File: src/rtl/zba_pkg.sv
// Shared types, widths and codes of the zone bitmap allocator.
package zba_pkg;

  localparam int OPCODE_W      = 1;
  localparam int WORD_INDEX_W  = 12;
  localparam int WORD_DATA_W   = 64;
  localparam int ZONE_W        = 18;
  localparam int BLOCK_W       = 32;

  localparam int CFG_IDX_W     = 3;
  localparam int CFG_DATA_W    = 16;

  localparam int BLOCK_BYTES_W = 13;
  localparam int ZMAP_W        = 7;
  localparam int IMAP_W        = 8;
  localparam int ITAB_W        = 16;
  localparam int BPZ_W         = 7;
  localparam int ALIGN_W       = 11;

  // map blocks times block bytes, then times eight bits per byte
  localparam int MB_W          = ZMAP_W + BLOCK_BYTES_W;
  localparam int LIM_W         = MB_W + 3;

  // header + maps + inode table + one zone, and the aligned base
  localparam int SUM_W         = 17;
  localparam int BASE_W        = 17;
  localparam int DIV_CNT_W     = 5;

  localparam logic [OPCODE_W-1:0] OP_LOAD  = 1'b0;
  localparam logic [OPCODE_W-1:0] OP_ALLOC = 1'b1;

  typedef enum logic [CFG_IDX_W-1:0] {
    CFG_BLOCK_BYTES        = 3'd0,
    CFG_ZONE_MAP_BLOCKS    = 3'd1,
    CFG_INODE_MAP_BLOCKS   = 3'd2,
    CFG_INODE_TABLE_BLOCKS = 3'd3,
    CFG_BLOCKS_PER_ZONE    = 3'd4,
    CFG_ALIGNMENT_BLOCKS   = 3'd5
  } cfg_index_t;

  typedef enum logic [7:0] {
    S_CLEAR = 8'b0000_0001,
    S_IDLE  = 8'b0000_0010,
    S_INIT  = 8'b0000_0100,
    S_READ  = 8'b0000_1000,
    S_EVAL  = 8'b0001_0000,
    S_MUL   = 8'b0010_0000,
    S_SUM   = 8'b0100_0000,
    S_DONE  = 8'b1000_0000
  } state_t;

  typedef struct packed {
    logic [ZMAP_W-1:0]  zone_map_blocks;
    logic [IMAP_W-1:0]  inode_map_blocks;
    logic [ITAB_W-1:0]  inode_table_blocks;
    logic [BPZ_W-1:0]   blocks_per_zone;
    logic [ALIGN_W-1:0] alignment_blocks;
  } base_cfg_t;

  typedef struct packed {
    logic              done;
    logic [BASE_W-1:0] base;
  } base_res_t;

endpackage

File: src/rtl/zba_base_div.sv
// Data region base: restoring remainder division, then round up to alignment.
module zba_base_div (
  input  logic               clk,
  input  logic               rst,
  input  logic               start,
  input  zba_pkg::base_cfg_t cfg,
  output zba_pkg::base_res_t res
);

  logic                              busy;
  logic                              fin;
  logic                              done_q;
  logic [zba_pkg::BASE_W-1:0]        base_q;
  logic [zba_pkg::DIV_CNT_W-1:0]     cnt;
  logic [zba_pkg::SUM_W-1:0]         dividend;
  logic [zba_pkg::SUM_W-1:0]         sum_q;
  logic [zba_pkg::ALIGN_W-1:0]       align_q;
  logic [zba_pkg::ALIGN_W-1:0]       rem;
  logic [zba_pkg::SUM_W-1:0]         sum;
  logic [zba_pkg::ALIGN_W:0]         rem_sh;
  logic [zba_pkg::ALIGN_W:0]         rem_diff;
  logic                              rem_ge;
  logic [zba_pkg::ALIGN_W-1:0]       rem_next;

  assign sum = zba_pkg::SUM_W'(1)
             + zba_pkg::SUM_W'(cfg.inode_map_blocks)
             + zba_pkg::SUM_W'(cfg.zone_map_blocks)
             + zba_pkg::SUM_W'(cfg.inode_table_blocks)
             + zba_pkg::SUM_W'(cfg.blocks_per_zone);

  assign rem_sh   = {rem, dividend[zba_pkg::SUM_W-1]};
  assign rem_diff = rem_sh - {1'b0, align_q};
  assign rem_ge   = rem_sh >= {1'b0, align_q};
  assign rem_next = rem_ge ? zba_pkg::ALIGN_W'(rem_diff) : zba_pkg::ALIGN_W'(rem_sh);

  assign res = '{done: done_q, base: base_q};

  always_ff @(posedge clk) begin
    if (rst) begin
      busy   <= 1'b0;
      fin    <= 1'b0;
      done_q <= 1'b0;
    end else if (start) begin
      busy   <= 1'b1;
      fin    <= 1'b0;
      done_q <= 1'b0;
    end else if (busy) begin
      if (cnt == zba_pkg::DIV_CNT_W'(1)) begin
        busy <= 1'b0;
        fin  <= 1'b1;
      end
    end else if (fin) begin
      fin    <= 1'b0;
      done_q <= 1'b1;
    end
  end

  always_ff @(posedge clk) begin
    if (start) begin
      sum_q    <= sum;
      dividend <= sum;
      align_q  <= (cfg.alignment_blocks == '0) ? zba_pkg::ALIGN_W'(1) : cfg.alignment_blocks;
      rem      <= '0;
      cnt      <= zba_pkg::DIV_CNT_W'(zba_pkg::SUM_W);
    end else if (busy) begin
      rem      <= rem_next;
      dividend <= dividend << 1;
      cnt      <= cnt - zba_pkg::DIV_CNT_W'(1);
    end else if (fin) begin
      base_q <= (rem == '0) ? zba_pkg::BASE_W'(sum_q)
              : zba_pkg::BASE_W'(sum_q) + zba_pkg::BASE_W'(align_q - rem);
    end
  end

endmodule

File: config.mk
export PLATFORM = sky130hd
export DESIGN_NAME = zba_base_div
export DESIGN_NICKNAME = d
export VERILOG_FILES = /design/src/rtl/zba_pkg.sv /design/src/rtl/zba_base_div.sv
export SDC_FILE = /design/constraint.sdc
export NUM_CORES = 1
export LEC_CHECK = 0
export BUFFER_PORTS_ARGS = -buffer_cell sky130_fd_sc_hd__buf_4
export CORE_MARGIN = 2
export CORE_UTILIZATION = 25
export DETAILED_ROUTE_END_ITERATION = 8
export GPL_ROUTABILITY_DRIVEN = 0
export PLACE_DENSITY = 0.39
export SLEW_MARGIN = 20
export SYNTH_ARGS = -nofsm -noshare
export SYNTH_HDL_FRONTEND = slang
export SYNTH_SLANG_ARGS = --single-unit
File: constraint.sdc
create_clock -name clk -period 6.8 [get_ports clk]
set_input_delay 0.68 -clock clk [delete_from_list [all_inputs] [get_ports clk]]
set_output_delay 0.68 -clock clk [all_outputs]
set_load 0.1 [all_outputs]
==> metrics.yaml, run 1 <==
status:
  status: "completed"
cells_and_area:
  stdcell_area_sq_um: 6940
  final_cells: 965
  syn_to_final_growth_pct: 19.2
  antenna_cells: 0
  fin_util_pct: 30.5
  layout.nets: 770
  layout-drive-gt1-share_pct: 17.9
sta:
  fmax_mhz: 224
  skew_ps: 6.87
  worst_pin_slew_ps: 1010
  relSlewSlack_pct: 32.2
  hold_viol_final: 0
  finalMaxSlewViolations: 0
  whs_ps: 501
  grt_setup_unrepaired: "false"
  post-route-min-period_ps: 4470
  finalSetupViolations: 0
  fin_setup_tns_ps: 0
  worst_slack_ps: 2330
  period_share_pct: 65.7
synthesis:
  syn_nets: 710
  synth_cell_types: 60
  ys.warnings.count: 0
  yosys-top-cells-count: "inv_1 (83), edfxtp_1 (62), ha_1 (54), nor2_1 (47), a21oi_1 (40)"
  yosysSeqAreaShare_pct: 38.5
  syn_inst: 587
  synthArstFlopShare_pct: 0
  synth_area_leader_cell: "edfxtp_1"
  synth_edf_count: 62
  synth_area_sq_um: 5820
  syn-mean-instance-area_sq_um: 9.92
  yosysMostFrequentCell: "inv_1"
  synth_top_area_share_pct: 32.0
  synth_flop_cell: "edfxtp_1"
  synth_area_leaders: "edfxtp_1 (32%), ha_1 (12%), dfxtp_1 (6.5%)"
  ys_ff_latch: 81
power:
  p_leak_nw: 2.89
  powerDensity_nw_per_um2: 300
  ir_worst_vdd_mv: 0.0994
  power.total_mw: 2.08
floorplan:
  core_area_sq_um: 22800
  fp.dieW_microns: 157
  start_util_pct: 25.6
  die_h_microns: 157
  row_count: 55
  num_io_pins: 70
  die-area_sq_um: 24500
route:
  viasPerCell: 4.45
  vias: 4293
  dr.pass1.iters: 6
  drc_errors: 0
  first_iter_violations: 268
  routed_wirelength_mm: 13.6
  wl_per_cell_microns: 14.1
  ant_nets: 0
clocking:
  post_cts_buffers: 0
  cts_buffers: 9
  clk_latency_ps: 340
  postCtsHoldBufs: 0
  cts_max_level: 3
  postCtsResizedCells: 0
  cts_tree: "done"
  clk_pin_slew_ps: 60
  clk_path_buf_depth: 2
  clockRootBuffer: "clkbuf_16"
  cts.sinks: 81
setup_path:
  arrival_ps: 4560
  r2r_start: "align_q[0]$_SDFFCE_PN1P_"
  worstSetupStartpoint: "align_q[0]$_SDFFCE_PN1P_"
  crit_type: "reg2reg"
  worstPathRequired_ps: 6900
  end_kind: "register"
  cp_max_fo: 3
  crit_path_start_kind: "register"
  rr_worst_depth: 18
global_routing:
  grt_usage_pct: 11.7
  grt_pass1_vias: 4399
  grt_max_degree: 60
  antenna_found_initial: 0
  grt_pass1_wl_mm: 22.5
  overflow: 0
placement:
  dp.cells: 949
  dp_hpwl_mm: 10.6
  dp_worst_setup_slack_ps: 2360
  port_buffers: 69
  place_area_sq_um: 6660
min_path:
  holdCritPathClass: "in2reg"
  hold_depth: 2
  hp-start: "rst"
run:
  maxCapViolations: 0
where the power goes:
group	total, mW	internal [mW]	switching (mW)
combinational	0.915	0.411	0.504
clock	0.456	0.258	0.198
sequential	0.711	0.663	0.0478
cell usage in the layout (no fill, tap or decap), types with 3 or more instances in the layout:
cell	n
a311oi_1	7
edfxtp_1	62
nand2b_1	6
nor3_1	11
dfxtp_1	18
o211ai_1	7
a221o_1	3
ha_1	54
nand2_1	25
o21a_1	6
nor2_1	47
clkbuf_16	9
nand3_1	7
xor2_1	12
fa_1	17
buf_4	72
o21ai_0	25
o21bai_1	3
a2111oi_0	5
and2_1	3
xnor2_1	34
nor4_1	6
nor2b_1	6
a211oi_1	4
mux2_2	21
o31ai_1	3
a21oi_1	40
a21o_1	12
inv_1	83
routing by layer:
metal	share of wire (%)	global-route usage, %	wire length [microns]
met5	0	0	0
met3	4.6	2.05	630
met2	46	18.8	6200
met4	1.4	4.11	197
met1	48	15.8	6580
critical path, stage by stage, from the launching register on:
cell,delay (ps)
edfxtp_1,400
inv_1,70
ha_1,160
inv_1,50
fa_1,400
a21o_1,180
a21oi_1,230
o21bai_1,120
a2111oi_0,590
o31ai_1,150
a21oi_1,200
xnor2_1,190
ha_1,300
nand2_1,90
nor2_1,50
a211oi_1,330
a21oi_1,140
or3_1,310
a31o_2,240
final timing paths:
kind              slack (ps)                    to
setup / recovery        2330  base_q[13]$_DFFE_PP_
hold / removal           500       busy$_SDFF_PP0_
setup reg to reg        2330  base_q[13]$_DFFE_PP_
hold reg to reg          500   cnt[4]$_SDFFE_PP1P_
flip-flops by register name, summed over array words and instances, names as in the netlist:
register	cells
fin	1
rem	11
base_q	17
cnt	5
busy	1
dividend	17
sum_q	17
align_q	11
done_q	1
area by class of cell:
| class | count | area, sq um |
|---|---|---|
| multi-input combinational | 398 | 3170 |
| sequential | 81 | 2240 |
| fill | 2367 | 15800 |
| clock inverter | 4 | 27.5 |
| inverter | 85 | 319 |
| timing repair buffer | 72 | 541 |
| tap | 313 | 392 |
| clock buffer | 12 | 246 |
cells by family (layout without fill, tap and decap cells):
logic type,Yosys count,after routing,share of synthesized area (%)
AOI/OAI and AO/OA,134,134,15.5
and+or+nand+nor,125,125,10.2
buffers and inverters,108,173,7.05
DFF,81,81,38.5
adders and majority gates,71,71,17.4
xor gates and xnor gates,46,46,6.92
muxes,22,22,4.32
No activity file was read; power rests on OpenSTA's default activity.
==> run 2: changes to the inputs <==
--- a/config.mk
+++ b/config.mk
@@ -10,7 +10,7 @@
 export CORE_UTILIZATION = 25
 export DETAILED_ROUTE_END_ITERATION = 8
 export GPL_ROUTABILITY_DRIVEN = 0
-export PLACE_DENSITY = 0.39
+export PLACE_DENSITY = 0.4
 export SLEW_MARGIN = 20
 export SYNTH_ARGS = -nofsm -noshare
 export SYNTH_HDL_FRONTEND = slang
==> constraint.sdc (replaced) <==
create_clock -name clk -period 4.1 [get_ports clk]
set_input_delay 0.41 -clock clk [delete_from_list [all_inputs] [get_ports clk]]
set_output_delay 0.41 -clock clk [all_outputs]
set_load 0.1 [all_outputs]
==> run 2 against run 1 <==
Critical path depth up 1. Register-to-register slack worse by 2100 ps. Final cell count up 2.0%. Via count up 2.2%. Setup slack worse by 2100 ps. Critical path type unchanged. Clock-buffer cell count down 3. Flip-flop and latch count unchanged.
==> metrics.yaml, run 2 (same netlist as run 1, synthesis figures left out) <==
status:
  status: "completed"
setup_path:
  crit_path_start_kind: "register"
  arrival_ps: 4000  # -560 ps
  worstPathRequired_ps: 4200  # -2700 ps
  crit_type: "reg2reg"
  worstSetupStartpoint: "align_q[0]$_SDFFCE_PN1P_"
  r2r_start: "align_q[0]$_SDFFCE_PN1P_"
  cp_max_fo: 2  # -1
  end_kind: "register"
route:
  ant_nets: 0  # unchanged
  met3_length_microns: 491  # -22%
  viasPerCell: 4.46  # +0.24%
  wl_met1_mm: 6.79  # +3.1%
  routed_wirelength_mm: 13.7  # +1.0%
  dr.pass1.iters: 4  # -2
  wl_met2_mm: 6.25  # +0.85%
  vias: 4388  # +2.2%
  wl_per_cell_microns: 14.0  # -0.94%
  top_layer: "met4"
  drc_errors: 0  # unchanged
  first_iter_violations: 223  # -17%
floorplan:
  start_util_pct: 25.6  # unchanged
  fp.dieW_microns: 157  # unchanged
  num_io_pins: 70  # unchanged
  die-area_sq_um: 24500  # unchanged
  row_count: 55  # unchanged
  die_h_microns: 157  # unchanged
  core_area_sq_um: 22800  # unchanged
placement:
  port_buffers: 69  # unchanged
  dp_hpwl_mm: 10.6  # -0.23%
  dp.cells: 967  # +1.9%
  dp_worst_setup_slack_ps: -90.2  # -2450 ps
  place_area_sq_um: 6800  # +2.0%
global_routing:
  grt_usage_pct: 11.6  # -0.088 points
  antenna_found_initial: 0  # unchanged
  grt_max_degree: 64  # +6.7%
  overflow: 0  # unchanged
  grt_pass1_wl_mm: 22.4  # -0.49%
  grt_pass1_vias: 4452  # +1.2%
cells_and_area:
  layout.nets: 789  # +2.5%
  syn_to_final_growth_pct: 22.8
  antenna_cells: 0  # unchanged
  final_common_cell: "buf_4"
  stdcell_area_sq_um: 7150  # +3.1%
  reg_top3: "base_q (17), dividend (17), sum_q (17)"
  final_cells: 984  # +2.0%
  layout-drive-gt1-share_pct: 22.2  # +4.3 points
  final_cell_mix: "buf_4 (91), inv_1 (81), edfxtp_1 (62)"
  fin_util_pct: 31.4  # +0.93 points
clocking:
  clk_pin_slew_ps: 70  # about the same
  clockRootBuffer: "clkbuf_16"
  clk_latency_ps: 340  # about the same
  postCtsHoldBufs: 0  # unchanged
  cts_max_level: 3  # unchanged
  cts.sinks: 81  # unchanged
  cts_tree: "done"
  cts_buffers: 9  # unchanged
  clk_path_buf_depth: 2  # unchanged
sta:
  skew_ps: 5.39  # -1.48 ps
  worst_slack_ps: 199  # -2130 ps
  hold_viol_final: 0  # unchanged
  post-route-min-period_ps: 3900  # -569 ps
  grt_setup_unrepaired: "true"
  period_share_pct: 95.1  # +29 points
  relSlewSlack_pct: 41.8  # +9.6 points
  fmax_mhz: 256  # +15%
  worst_pin_slew_ps: 870  # -143 ps
  finalSetupViolations: 0  # unchanged
  finalMaxSlewViolations: 0  # unchanged
run:
  maxCapViolations: 0  # unchanged
min_path:
  holdCritPathClass: "in2reg"
  hp-start: "rst"
power:
  powerDensity_nw_per_um2: 496  # +65%
  p_leak_nw: 2.99  # +3.4%
  power.total_mw: 3.55  # +70%
  ir_worst_vdd_mv: 0.223  # +120%
-- run 2: cell count changes in the layout (fill, tap and decap cells not counted), sizes merged --
cell / previous run / this run
buf: 72 / 91
clkbuf: 12 / 9
clkinv: 4 / 6
clkinvlp: 1 / 2
-- run 2: final cells by class --
type / count / area [sq um]
clock inverters: 7 / 46.3
flip-flops and latches: 81 / 2240
clock buffers: 9 / 225
multi-input cells: 398 / 3240
inverters: 85 / 319
repair buffers: 91 / 683
well taps: 313 / 392
fillers: 2342 / 15600
-- run 2: path summary, 6_finish.rpt --
path	end	slack, ps	depth (start not counted)
setup / recovery	base_q[13]$_DFFE_PP_	200	19
hold / removal	busy$_SDFF_PP0_	240	2
setup reg to reg	base_q[13]$_DFFE_PP_	200	19
hold reg to reg	cnt[4]$_SDFFE_PP1P_	510	2
-- run 2: power breakdown --
group | switching [mW] | leakage, nW | internal, mW | total, mW
Combinational | 0.867 | 2.11 | 0.749 | 1.62
Clock | 0.352 | 0.129 | 0.409 | 0.761
Sequential | 0.0703 | 0.754 | 1.10 | 1.17
Total | 1.29 | 2.99 | 2.26 | 3.55
-- run 2: through the flow --
stage,setup TNS (ps),hold WS [ps]
after floorplan,0,458
after global placement,-63.4,474
after detailed placement,-90.2,487
after CTS,0,221
after global routing,-66.9,225
final,0,236
-- run 2: repair_timing --
item | CTS | global route
pin swaps | 3 | 17
endpoints found under the hold margin | 0 | 0
resized for setup | 2 | 16
setup buffers | 0 | 1
setup endpoints to repair | 2 | 6
-- run 2: layer usage --
layer	vias up	GRT usage [%]
li1	2224	-
met1	2062	15.6
met2	85	18.8
met3	17	2.10
met4	0	3.93
met5	-	0
-- run 2: critical path, stage by stage (launching register included) --
cell	delay, ps
edfxtp_1	400
inv_2	80
ha_4	120
inv_2	30
fa_2	350
a21o_1	200
a21oi_2	130
o21bai_1	120
a2111oi_2	380
buf_4	190
o31ai_4	60
a21oi_2	170
xnor2_2	150
ha_1	290
nand2_1	90
nor2_1	50
a211oi_2	210
a21oi_2	80
or3_1	340
a31o_2	230
==> run 3: changes to the inputs <==
--- a/config.mk
+++ b/config.mk
@@ -5,6 +5,7 @@
 export SDC_FILE = /design/constraint.sdc
 export NUM_CORES = 1
 export LEC_CHECK = 0
+export ABC_AREA = 1
 export BUFFER_PORTS_ARGS = -buffer_cell sky130_fd_sc_hd__buf_4
 export CORE_MARGIN = 2
 export CORE_UTILIZATION = 25
==> run 3 against run 2 <==
Combinational power is 19% lower. Final cell count is 25% higher. Worst hold slack gained 9.8 ps. Clock-buffer cell count rose by 2. Routed wire length is 22% higher. Sequential power shrank 5%. Sequential share of layout area is 1.2 points lower. Highest routed layer unchanged.
==> metrics.yaml, run 3 <==
setup_path:
  arrival_ps: 3440  # -560 ps
  crit_path_start_kind: "register"
  cp_common_cell: "nand2_1"
  crit_type: "reg2reg"
  worstPathRequired_ps: 4200  # about the same
  end_kind: "register"
  crit_chain: "inv_1 -> ha_1 -> a21oi_1 -> nand2_1 -> nand3_1 -> inv_1 -> nor2_1 -> ha_1 -> a21oi_1 -> nand2_1 -> a21oi_1 -> nand2_1 -> nand2_1 -> nand3_1 -> nand2_1 -> nand2_1"
  critPathMaxStageDelay_ps: 430  # +30 ps
  cp_slowest_cell: "nor2_1"
  cp_max_fo: 6  # +4
synthesis:
  synthArstFlopShare_pct: 0  # unchanged
  syn_nets: 954  # +34%
  ys_ff_latch: 81  # unchanged
  synth_area_sq_um: 6310  # +8.4%
  yosys-top-cells-count: "nand2_1 (239), inv_1 (137), nand3_1 (66), edfxtp_1 (62), ha_1 (54)"
  yosysMostFrequentCell: "nand2_1"
  synth_edf_count: 62  # unchanged
  synth_flop_cell: "edfxtp_1"
  synth_cell_types: 32  # -47%
  synth_top_area_share_pct: 29.5  # -2.5 points
  yosysSeqAreaShare_pct: 35.5  # -3.0 points
  syn_inst: 831  # +42%
  synth_area_leaders: "edfxtp_1 (29%), nand2_1 (14%), ha_1 (11%)"
  ys.warnings.count: 0  # unchanged
  syn-mean-instance-area_sq_um: 7.60  # -23%
  synth_area_leader_cell: "edfxtp_1"
clocking:
  cts_max_level: 3  # unchanged
  clk_pin_slew_ps: 60  # about the same
  cts.sinks: 81  # unchanged
  clk_path_buf_depth: 2  # unchanged
  postCtsHoldBufs: 0  # unchanged
  clockRootBuffer: "clkbuf_16"
  cts_tree: "done"
  cts_buffers: 9  # unchanged
  postCtsResizedCells: 0  # -2
  clk_latency_ps: 350  # about the same
  post_cts_buffers: 0  # unchanged
sta:
  finalMaxSlewViolations: 0  # unchanged
  fmax_mhz: 300  # +17%
  hold_viol_final: 0  # unchanged
  period_share_pct: 81.3  # -14 points
  relSlewSlack_pct: 31.1  # -11 points
  finalSetupViolations: 0  # unchanged
  post-route-min-period_ps: 3330  # -568 ps
  fin_setup_tns_ps: 0  # unchanged
  skew_ps: 9.30  # +3.90 ps
  worst_pin_slew_ps: 1030  # +162 ps
  grt_setup_unrepaired: "false"
floorplan:
  num_io_pins: 70  # unchanged
  row_count: 58  # +5.5%
  fp.dieW_microns: 163  # +4.0%
  start_util_pct: 25.3  # -0.27 points
  die_h_microns: 163  # +4.0%
  die-area_sq_um: 26500  # +8.2%
  core_area_sq_um: 25000  # +9.6%
placement:
  place_area_sq_um: 7160  # +5.3%
  dp.cells: 1210  # +25%
  port_buffers: 69  # unchanged
  dp_hpwl_mm: 13.5  # +27%
status:
  status: "completed"
cells_and_area:
  syn_to_final_growth_pct: 17.9
  final_cell_mix: "nand2_1 (239), inv_1 (137), buf_4 (72)"
  antenna_cells: 0  # unchanged
  reg_top3: "base_q (17), dividend (17), sum_q (17)"
  final_common_cell: "nand2_1"
  layout-drive-gt1-share_pct: 10.5  # -12 points
  layout.nets: 1014  # +29%
  fillers: 2776  # +19%
  final_cells: 1226  # +25%
  stdcell_area_sq_um: 7450  # +4.1%
min_path:
  holdCritPathClass: "in2reg"
global_routing:
  grt_pass1_wl_mm: 26.9  # +20%
  overflow: 0  # unchanged
  grt_pass1_vias: 5258  # +18%
  antenna_found_initial: 0  # unchanged
  grt_usage_pct: 13.1  # +1.5 points
  grt_max_degree: 29  # -55%
power:
  ir_worst_vdd_mv: 0.150  # -33%
  powerDensity_nw_per_um2: 437  # -12%
  combinationalPowerShare_pct: 40.5  # -5.1 points
  clock_power_share_pct: 25.3  # +3.8 points
  p_sw_mw: 1.24  # -3.5%
  p_int_mw: 2.01  # -11%
  power.total_mw: 3.25  # -8.3%
  switching_share_pct: 38.2  # +1.9 points
  p_leak_nw: 3.66  # +22%
  seq_power_share_pct: 34.2  # +1.2 points
route:
  wl_per_cell_microns: 13.6  # -2.4%
  drc_errors: 0  # unchanged
  viasPerCell: 4.34  # -2.6%
  dr.pass1.iters: 5  # +1
  vias: 5324  # +21%
  routed_wirelength_mm: 16.7  # +22%
  ant_nets: 0  # unchanged
  first_iter_violations: 291  # +30%
run:
  maxCapViolations: 0  # unchanged
## run 3: cell count changes after synthesis, sizes merged, moves of 7 or more
cell,previous run,this run
o211ai,7,0
nand3b,1,8
nand2,25,240
a311oi,8,0
xnor2,34,12
nand3,7,67
nand4,2,23
a21o,12,3
inv,83,137
mux2,22,0
## run 3: cell families (layout without fill, tap and decap cells)
| family | after synthesis | count (layout) | synth area share [%] |
|---|---|---|---|
| compound gates | 84 | 84 | 7.15 |
| xor+xnor | 24 | 24 | 3.33 |
| fa+ha+maj | 71 | 71 | 16.1 |
| buf+inv | 160 | 225 | 9.91 |
| flops | 81 | 81 | 35.5 |
| simple gates | 411 | 411 | 28.0 |
## run 3: layout make-up
| cell class | instances | area (sq um) | area share (%) |
|---|---|---|---|
| inverters | 137 | 514 | 6.91 |
| clock inverters | 5 | 56.3 | 0.756 |
| clock buffers | 11 | 233 | 3.13 |
| repair buffers | 72 | 541 | 7.26 |
| flip-flops and latches | 81 | 2240 | 30.1 |
| well taps | 330 | 413 | 5.55 |
| multi-input cells | 590 | 3450 | 46.3 |
## run 3: worst max-delay path: cells and delay by family, from the launching register on
| family | cells | cell delay (ps) |
|---|---|---|
| adder cells (fa/ha/maj) | 2 | 770 |
| buffers and inverters | 2 | 130 |
| AO/OA/AOI/OAI | 3 | 630 |
| AND/OR/NAND/NOR | 9 | 1160 |
| flip-flops | 1 | 400 |
## run 3: worst paths after layout
kind                       start                       end  slack, ps  cells past startpoint
max          rem[2]$_SDFFE_PP0P_      base_q[16]$_DFFE_PP_        770                     16
min                       cfg[4]  align_q[4]$_SDFFCE_PN0P_        250                      1
max reg2reg  rem[2]$_SDFFE_PP0P_      base_q[16]$_DFFE_PP_        770                     16
min reg2reg  done_q$_SDFFE_PP0P_       done_q$_SDFFE_PP0P_        460                      2
## run 3: power groups by stage
stage               registers (mW)  logic [mW]  clock network [mW]
detailed placement            1.13        1.33                   0
CTS                           1.12        1.34               0.847
global placement              1.14        1.34                   0
finish                        1.11        1.32               0.822
floorplan                     1.10       0.978                   0
global route                  1.12        1.54               0.881
## run 3: metal layers
| layer | global-route usage (%) | vias up | part of all wire, % |
|---|---|---|---|
| met5 | 0 | - | 0 |
| met4 | 4.06 | 0 | 1.4 |
| met3 | 2.04 | 12 | 3.0 |
| met2 | 21.1 | 80 | 44 |
| met1 | 18.1 | 2414 | 51 |
| li1 | - | 2818 | - |
## run 3: stage by stage
step	util, %	worst slack, ps	hold WS, ps
after detailed placement	28.7	753	458
after floorplan	-	1030	428
final	29.8	767	246
after CTS	29.8	746	230
after global placement	28.7	756	450
after global routing	29.8	397	232
